`config.mk`:
```
export PLATFORM = sky130hd
export DESIGN_NAME = servo_pulse_multiplexer
export DESIGN_NICKNAME = d
export VERILOG_FILES = /design/src/rtl/spm_pkg.sv /design/src/rtl/servo_pulse_multiplexer.sv
export SDC_FILE = /design/constraint.sdc
export NUM_CORES = 1
export LEC_CHECK = 0
export ABC_AREA = 1
export BUFFER_PORTS_ARGS = -buffer_cell sky130_fd_sc_hd__clkbuf_2
export CORE_ASPECT_RATIO = 0.8
export CORE_UTILIZATION = 57
export CTS_CLUSTER_DIAMETER = 40
export DETAILED_ROUTE_END_ITERATION = 12
export GPL_TIMING_DRIVEN = 0
export PLACE_DENSITY_LB_ADDON = 0.2
export SYNTH_ARGS = -nofsm -noshare
export SYNTH_HDL_FRONTEND = slang
export SYNTH_SLANG_ARGS = --single-unit
```
`constraint.sdc`:
```
create_clock -name clk -period 6.03 [get_ports clk]
set_input_delay 0 -clock clk [delete_from_list [all_inputs] [get_ports clk]]
set_output_delay 0 -clock clk [all_outputs]
set_load 0.005 [all_outputs]
```
`src/rtl/spm_pkg.sv`:
```
// Shared types and constants for the servo pulse multiplexer.
`default_nettype none

package spm_pkg;

  localparam int CHANNELS = 8;
  localparam int CH_BITS = 3;
  localparam int TICK_BITS = 16;
  localparam int SERVO_COUNT_BITS = 4;
  localparam int CFG_INDEX_BITS = 1;
  localparam int CFG_DATA_BITS = 16;
  localparam int S_TDATA_BITS = 64;

  localparam logic [3:0] SERVO_COUNT_RESET = 4'd8;
  localparam logic [15:0] CYCLE_TOP_RESET = 16'hFFFF;

  // Offset that moves the signed speed onto -1..254 (0..254 for speeds from -127 up).
  localparam logic signed [8:0] SPEED_BIAS = 9'sd127;

  // ceil(2^32 / 254): exact floor division by 254 for magnitudes below 2^24.
  localparam logic [24:0] RECIP_254 = 25'd16909321;

  localparam logic FUNC_SET = 1'b0;
  localparam logic FUNC_TICK = 1'b1;

  typedef enum logic [CFG_INDEX_BITS-1:0] {
    CFG_SERVO_COUNT = 1'b0,
    CFG_CYCLE_TOP   = 1'b1
  } cfg_reg_t;

endpackage

`default_nettype wire

```
`src/rtl/servo_pulse_multiplexer.sv`:
```
// Top level of the servo pulse multiplexer: set pipeline, channel sequencer and output register.
`default_nettype none

// One beat is accepted per clock while s_tready is high. Every beat passes three register
// stages in order (input, product, quotient), and a tick beat then lands in the output
// register. The set path uses the second and third stages for the speed-by-span product and
// the reciprocal multiply that divides it by 254; the table, channel and running minimum all
// change in the last stage, so a tick always sees every earlier set. A stall on the output
// holds a tick in the last stage and every occupied stage behind it, and s_tready stays
// high while any stage is free. Configuration writes are always accepted and are meant for
// an idle block.
module servo_pulse_multiplexer import spm_pkg::*; #(
  parameter int SELECT_BITS = 3
) (
  input  wire                         clk,
  input  wire                         rst,
  input  wire                         s_tvalid,
  output logic                        s_tready,
  // [2:0] servo_index, [10:3] speed, [26:11] lo_ticks, [42:27] hi_ticks,
  // [43] connected, [59:44] counter_sample, [63:60] zero
  input  wire  [S_TDATA_BITS-1:0]     s_tdata,
  // [0] func
  input  wire                         s_tuser,
  output logic                        m_tvalid,
  input  wire                         m_tready,
  // [SELECT_BITS-1:0] mux_select, then pulse_width (16), then min_counter (16), zero fill
  output logic [((SELECT_BITS+2*TICK_BITS+7)/8)*8-1:0] m_tdata,
  input  wire                         cfg_valid,
  output logic                        cfg_ready,
  input  wire  [CFG_INDEX_BITS-1:0]   cfg_index,
  input  wire  [CFG_DATA_BITS-1:0]    cfg_data
);

  localparam int M_BITS = ((SELECT_BITS + 2*TICK_BITS + 7) / 8) * 8;
  localparam int M_PAD = M_BITS - SELECT_BITS - 2*TICK_BITS;

  // Stage 1: input register.
  logic                  v1;
  logic                  func1;
  logic [CH_BITS-1:0]    idx1;
  logic signed [7:0]     speed1;
  logic [TICK_BITS-1:0]  lo1;
  logic [TICK_BITS-1:0]  hi1;
  logic                  conn1;
  logic [TICK_BITS-1:0]  sample1;

  // Stage 2: product register.
  logic                  v2;
  logic                  func2;
  logic [CH_BITS-1:0]    idx2;
  logic signed [25:0]    prod2;
  logic [TICK_BITS-1:0]  lo2;
  logic                  conn2;
  logic [TICK_BITS-1:0]  sample2;

  // Stage 3: quotient register.
  logic                  v3;
  logic                  func3;
  logic [CH_BITS-1:0]    idx3;
  logic                  neg3;
  logic [TICK_BITS-1:0]  quot3;
  logic [TICK_BITS-1:0]  lo3;
  logic                  conn3;
  logic [TICK_BITS-1:0]  sample3;

  // Architectural state.
  logic [SERVO_COUNT_BITS-1:0] servo_count;
  logic [CH_BITS-1:0]          channel;
  logic [TICK_BITS-1:0]        running_min;
  logic [TICK_BITS-1:0]        pulse_table [CHANNELS];
  logic [CHANNELS-1:0]         connected_flags;

  logic out_free, go3, ld3, go2, ld2, ld1;
  logic s_accept, cfg_accept;

  logic signed [8:0]  bias_speed;
  logic signed [16:0] span;
  logic signed [25:0] prod_next;
  logic [25:0]        mag_full;
  logic [48:0]        recip_prod;
  logic [TICK_BITS-1:0] signed_quot;
  logic [TICK_BITS-1:0] ticks;
  logic [TICK_BITS-1:0] width_set;

  logic [CH_BITS-1:0]   channel_next;
  logic [CH_BITS-1:0]   follow;
  logic [TICK_BITS-1:0] running_min_next;
  logic [TICK_BITS-1:0] stored;
  logic [TICK_BITS-1:0] pulse_next;
  logic                 in_use;
  logic [7:0]           channel_wide;

  assign out_free = !m_tvalid || m_tready;
  assign go3 = v3 && ((func3 == FUNC_SET) || out_free);
  assign ld3 = !v3 || go3;
  assign go2 = v2 && ld3;
  assign ld2 = !v2 || go2;
  assign ld1 = !v1 || (v1 && ld2);
  assign s_tready = ld1;
  assign s_accept = s_tvalid && ld1;
  assign cfg_ready = 1'b1;
  assign cfg_accept = cfg_valid;

  // Set path arithmetic, one multiplier after each of the input and product stages.
  always_comb begin
    bias_speed = {speed1[7], speed1} + SPEED_BIAS;
    span = $signed({1'b0, hi1}) - $signed({1'b0, lo1});
    prod_next = bias_speed * span;
    mag_full = prod2[25] ? (26'd0 - prod2) : prod2;
    recip_prod = {25'd0, mag_full[23:0]} * {24'd0, RECIP_254};
    signed_quot = neg3 ? (16'd0 - quot3) : quot3;
    ticks = signed_quot + lo3;
    width_set = {ticks[TICK_BITS-4:0], 3'b000};
  end

  // Tick path: advance, lower the minimum, fetch the following channel.
  always_comb begin
    channel_next = channel + 3'd1;
    follow = channel_next + 3'd1;
    running_min_next = (sample3 < running_min) ? sample3 : running_min;
    in_use = {1'b0, follow} < servo_count;
    stored = pulse_table[follow];
    if (in_use && connected_flags[follow]) begin
      pulse_next = (stored > running_min_next) ? running_min_next : stored;
    end else begin
      pulse_next = '0;
    end
    channel_wide = {5'd0, channel_next};
  end

  always_ff @(posedge clk) begin
    if (rst) begin
      v1 <= 1'b0;
      v2 <= 1'b0;
      v3 <= 1'b0;
      m_tvalid <= 1'b0;
      servo_count <= SERVO_COUNT_RESET;
      channel <= SERVO_COUNT_RESET[CH_BITS-1:0];
      running_min <= CYCLE_TOP_RESET;
      connected_flags <= '0;
      for (int i = 0; i < CHANNELS; i++) begin
        pulse_table[i] <= '0;
      end
    end else begin
      if (ld1) begin
        v1 <= s_tvalid;
      end
      if (ld2) begin
        v2 <= v1;
      end
      if (ld3) begin
        v3 <= v2;
      end

      if (go3 && (func3 == FUNC_TICK)) begin
        m_tvalid <= 1'b1;
      end else if (m_tready) begin
        m_tvalid <= 1'b0;
      end

      if (go3 && (func3 == FUNC_SET)) begin
        pulse_table[idx3] <= width_set;
        connected_flags[idx3] <= conn3;
      end

      if (cfg_accept) begin
        unique case (cfg_reg_t'(cfg_index))
          CFG_SERVO_COUNT: begin
            servo_count <= cfg_data[SERVO_COUNT_BITS-1:0];
            channel <= cfg_data[CH_BITS-1:0];
          end
          CFG_CYCLE_TOP: begin
            running_min <= cfg_data[TICK_BITS-1:0];
          end
          default: begin
          end
        endcase
      end else if (go3 && (func3 == FUNC_TICK)) begin
        channel <= channel_next;
        running_min <= running_min_next;
      end
    end
  end

  // Payload registers.
  always_ff @(posedge clk) begin
    if (s_accept) begin
      func1 <= s_tuser;
      idx1 <= s_tdata[2:0];
      speed1 <= s_tdata[10:3];
      lo1 <= s_tdata[26:11];
      hi1 <= s_tdata[42:27];
      conn1 <= s_tdata[43];
      sample1 <= s_tdata[59:44];
    end
    if (ld2 && v1) begin
      func2 <= func1;
      idx2 <= idx1;
      prod2 <= prod_next;
      lo2 <= lo1;
      conn2 <= conn1;
      sample2 <= sample1;
    end
    if (ld3 && v2) begin
      func3 <= func2;
      idx3 <= idx2;
      neg3 <= prod2[25];
      quot3 <= recip_prod[47:32];
      lo3 <= lo2;
      conn3 <= conn2;
      sample3 <= sample2;
    end
    if (go3 && (func3 == FUNC_TICK)) begin
      m_tdata <= {{M_PAD{1'b0}}, running_min_next, pulse_next,
                  channel_wide[SELECT_BITS-1:0]};
    end
  end

endmodule

`default_nettype wire

```
**After elaboration in Yosys (flattened, before gate mapping)**

Memory sizes are Yosys's and may differ from the RTL's.
Cells that the tools add are included.

- Order comparisons: 6
- Multiplexer cells: 25
- Multiply operators: 2
- Add/subtract/negate cells: 7
- Shift operators: 0
- Div/mod/pow operators: 0
- Reductions and logical operators: 23
- Bitwise operators: 2
- Eq/ne operators: 2

Operators by type and width:

| operator | count |
|---|---|
| two-way mux 16 bit | 5 |
| multiplier 24 x 25 -> 45 bit, second input constant | 1 |
| multiplier 9 x 17 -> 26 bit | 1 |
| two-way mux 13 bit | 2 |
| two-way mux 24 bit | 1 |
| subtractor 1 x 24 -> 24 bit, first input constant | 1 |
| subtractor 16 x 16 -> 17 bit | 1 |
| > comparator 16 bit | 1 |
| < comparator 16 bit | 1 |
| adder 13 bit | 1 |
| OR reduction 13 bit | 1 |
| subtractor 1 x 13 -> 13 bit, first input constant | 1 |
| two-way mux 3 bit | 4 |
| two-way mux 1 bit | 10 |
| adder 8 x 8 -> 9 bit, second input constant | 1 |
| bitwise mux 8 bit | 1 |
| logical AND 1 bit | 8 |
| < comparator 3 x 4 -> 1 bit, second input constant | 2 |
| adder 3 x 1 -> 3 bit, second input constant | 2 |
| AND reduction 2 bit | 3 |
| logical OR 1 bit | 5 |
| zero test 1 bit | 4 |
| < comparator 3 x 4 -> 1 bit | 1 |
| nonzero test 2 bit | 2 |
| other kinds (6) | 7 |

- Word-level logic and storage cells: 98
- Memory bits (writable): 104
- Output and inout bits: 43
- Bits in latches: 0
- Memories kept: 1
- Bits of input ports: 87
- ROM bits: 0
- Register bits after elaboration: 239

Memory list:

| name | depth | bits a word | rd ports | clocked after memory_dff | write ports | RTL line | source |
|---|---|---|---|---|---|---|---|
| pulse_table | 8 | 13 | 1 | 0 | 8 | servo_pulse_multiplexer.sv:70 | `logic [TICK_BITS-1:0] pulse_table [CHANNELS];` |

**Depth between registers and ports, before layout**

- Depth in word-level cells: 10
- Gate-level depth with buffers: 32
- Mapped depth without buffers: 32

**Least setup slack after synthesis**

Ideal clock, no wire load.

- Path type: register to register
- Start: reg lo1[0]
- End: reg prod2[23], data pin
- Arrival time: 5.834 ns
- Path buffers: 0
- Cell stages (with the launch flop): 26
- Setup time: 0.264 ns
- Setup slack: -0.067 ns
- Required time: 5.766 ns
- Clock period less this slack: 6.097 ns
- Cells stage by stage: edfxtp_1 -> ha_1 -> fa_1 -> o21ai_1 -> nand4_1 -> nand3_1 -> nand3_1 -> and2_1 -> o21ai_2 -> nor2_1 -> fa_1 -> inv_1 -> fa_1 -> inv_1 -> fa_1 -> inv_1 -> fa_1 -> inv_1 -> ha_1 -> ha_1 -> nand2_1 -> nor4_1 -> nand2_1 -> nand2_1 -> a31oi_1 -> xor2_1

- Cells in the longest elaborated chain, start to end: 2

RTL lines:

| element | RTL line | source |
|---|---|---|
| start, declared | servo_pulse_multiplexer.sv:42 | `logic [TICK_BITS-1:0] lo1;` |
| start signal, assigned | servo_pulse_multiplexer.sv:191 | `lo1 <= s_tdata[26:11];` |
| subtractor 16 x 16 -> 17 bit | servo_pulse_multiplexer.sv:107 | `span = $signed({1'b0, hi1}) - $signed({1'b0, lo1});` |
| multiplier 9 x 17 -> 26 bit | servo_pulse_multiplexer.sv:108 | `prod_next = bias_speed * span;` |
| net prod_next[23] | servo_pulse_multiplexer.sv:78 | `logic signed [25:0] prod_next;` |
| end signal, assigned | servo_pulse_multiplexer.sv:199 | `prod2 <= prod_next;` |
| end, declared | servo_pulse_multiplexer.sv:51 | `logic signed [25:0] prod2;` |

The timed path passes the listed nets, and every way through them passes these cells.
A chain may end at the register's enable or synchronous reset.

**Worst setup path after layout**

- Start: reg lo1[10]
- End: reg prod2[25], data pin

Same word-level chain as after synthesis.

==> flow_summary.ini <==
[cts]
root_buffer = clkbuf_16
clk_pin_slew_ns = 0.06
cts_tree = built
cts_buffer_depth = 3
htreeDepth = 2
numCtsBuffers = 42
clock_latency_ns = 0.58
clock_sinks = 342

[finish]
n_antenna_cell = 0
area_delta_synth_final_pct = 22.8
fill_cells = 3042
design_area_mm2 = 0.0308
fin_cells = 3503
multi_input_area_mm2 = 0.0147
layout.nets = 3430
seqCellArea_mm2 = 0.00992
drive_above_1_share_pct = 19.0

[yosys]
ys_ff_latch = 342
synth_edf_count = 307
ys_warn_count = 0
avgSynthCellArea_um2 = 9.71
synth.distinct_cells = 57
synthesis.area_mm2 = 0.0251
synth.yosys.seq_area_share_pct = 39.5
synth_flop_cell = edfxtp_1
syn_inst = 2586
synth-async-reset-ratio_pct = 0

[floorplan]
fp-row-count = 68
die_area_mm2 = 0.0449
die_h_um = 190
start_util_pct = 58.0
die_x_um = 237
coreArea_mm2 = 0.0433
pin_count = 130

[critical_path]
cpPeakStageDelay_ns = 0.62
crit_path_start = lo1[10]
crit_top_cell = inv_1
crit_path_end = prod2[25]
worstPathMaxFanout = 6
critPathKind = reg -> reg
reg2reg_setup_slack_ns = -0.08
reg2reg_from = lo1[10]
cp_data_required_time_ns = 6.41
critPathLaunchType = flip-flop
critPathCaptureType = flip-flop
reg2regPathDepth = 27
cp_slowest_cell = fa_2
cp.arrival_ns = 6.49
r2r-end = prod2[25]

[grt]
grt_pass1_vias = 19600
antenna_found_initial = 0
gr-total-overflow = 0
grt_max_degree = 48
grt_usage_pct = 29.2
grt_pass1_wl_mm = 102

[placed_design]
place_area_mm2 = 0.0265
place.gp.congestion = 0.975
detailed_place_hpwl_mm = 48.2
port_buffers = 119
dpl_worst_slack_ns = -1.02
place_inst = 3272

[timing]
finalMaxSlewViolations = 0
max_freq_mhz = 164
rsz0062_at_grt = yes
skew_ns = 0.0276
period_needed_ns = 6.11
setup_viol_count_final = 6
final-hold-violation-count = 0
post-route-period-util_pct = 101
whs_ns = 0.155
fin_ws_ns = -0.0824
maxSlewHeadroom_pct = 29.5
tightest_slew_ns = 1.05

[routing]
drtIter0Drc = 1629
dr.pass1.iters = 5
wl_per_cell_um = 18.9
routed_via_density = 5.62
ant_nets = 0
route.detailed.drc = 0
drt-total-wl_mm = 66.3
num_vias = 19700

[outcome]
status = finished, violations left
violations = negative setup slack

[run]
cap_violations = 0

[worst_hold_path]
hold_path.class = in -> reg
how the worst min path moves through the flow:
stage / cells after the start / slack (ns) / from / endpoint
floorplan: 1 / 0.07 / rst / m_tvalid
global placement: 1 / 0.18 / s_tuser / func1
detailed placement: 1 / 0.18 / s_tdata[9] / speed1[6]
CTS: 2 / 0.12 / s_tdata[10] / speed1[7]
global route: 2 / 0.16 / s_tdata[8] / speed1[5]
finish: 2 / 0.15 / s_tdata[8] / speed1[5]
cells by family after synthesis:
group           Yosys count  synth area share, %
other cells               2               0.0299
buf+inv                 478                 7.38
simple gates            894                 14.8
xor+xnor                 92                 3.33
flops                   342                 39.5
fa+ha+maj               432                 26.4
compound gates          346                 8.57
worst max-delay path, delay by kind of cell (launching register included):
family	cells	cell delay [ns]
flip-flops	1	0.44
buffers and inverters	5	0.44
adder cells (fa/ha/maj)	7	3.05
XOR/XNOR	1	0.24
AO/OA/AOI/OAI	2	0.44
AND/OR/NAND/NOR	12	1.32
cell usage after synthesis, drive strengths merged (34+ instances only):
| cell | instances | area share [%] |
|---|---|---|
| xor2 | 66 | 2.4 |
| nand2 | 433 | 6.7 |
| edfxtp | 307 | 37 |
| dfxtp | 35 | 2.8 |
| nand3 | 84 | 1.8 |
| nor2 | 305 | 4.6 |
| o21ai | 82 | 1.8 |
| fa | 161 | 13 |
| clkbuf | 34 | 0.51 |
| ha | 271 | 14 |
| a21oi | 125 | 2.5 |
| inv | 415 | 6.2 |
placed cells by master, fill, tap and decap left out, types with 25 or more instances in the layout:
cell and count:
a22o_1 25, o21ai_0 58, ha_4 41, nand2_2 29, dfxtp_1 35, dlygate4sd3_1 88
clkbuf_16 42, clkbuf_1 29, a21oi_1 99, inv_2 27, nor3_1 26, buf_4 67
fa_1 154, nor2_1 278, edfxtp_1 307, a31oi_1 26, ha_1 222, inv_1 383
clkbuf_2 126, xor2_1 46, nand3_1 71, nand2_1 391, a22oi_1 26
stage by stage:
| step | util [%] | TNS [ns] |
|---|---|---|
| 6_report | 71.2 | -0.260 |
| 3_5_place_dp | 61.2 | -9.11 |
| 3_3_place_gp | 61.0 | -8.49 |
| 4_1_cts | 68.9 | -0.245 |
| 2_1_floorplan | - | 0 |
| 5_1_grt | 71.2 | -1.78 |
cell type report:
class | instances | share of cell area, %
Inverter | 418 | 5.14
Multi-Input combinational cell | 1770 | 47.9
Timing Repair Buffer | 278 | 6.81
Buffer | 59 | 0.979
Clock inverter | 29 | 1.27
Clock buffer | 47 | 3.47
Sequential cell | 342 | 32.2
Tap cell | 560 | 2.27
sequential cells by signal, summed over array words and instances (netlist names), 4 cells and up:
register,cells
sample3,16
servo_count,4
hi1,16
lo3,13
m_tdata,35
prod2,25
quot3,13
sample1,16
speed1,8
pulse_table,104
sample2,16
lo1,16
lo2,13
connected_flags,8
running_min,16
layer usage:
metal  up-vias  GRT usage, %  share of wire (%)
met2       769          49.5                 49
met4         0          10.6                3.4
met3       151          3.48                6.2
met1      9538          38.9                 41
li1       9224             -                  -
met5         -             0                  0
what timing repair did:
| item | CTS | global route |
|---|---|---|
| setup endpoints to repair | 21 | 26 |
| buffers inserted | 38 | 30 |
| pin swaps | 63 | 97 |
| hold endpoints to repair | 88 | 0 |
| resized for setup | 138 | 154 |
| gates cloned | 0 | 0 |
| hold buffers | 88 | 0 |
Power is not shown: default switching activity piles up to over one toggle a cycle in this logic, so the estimate is an artifact.
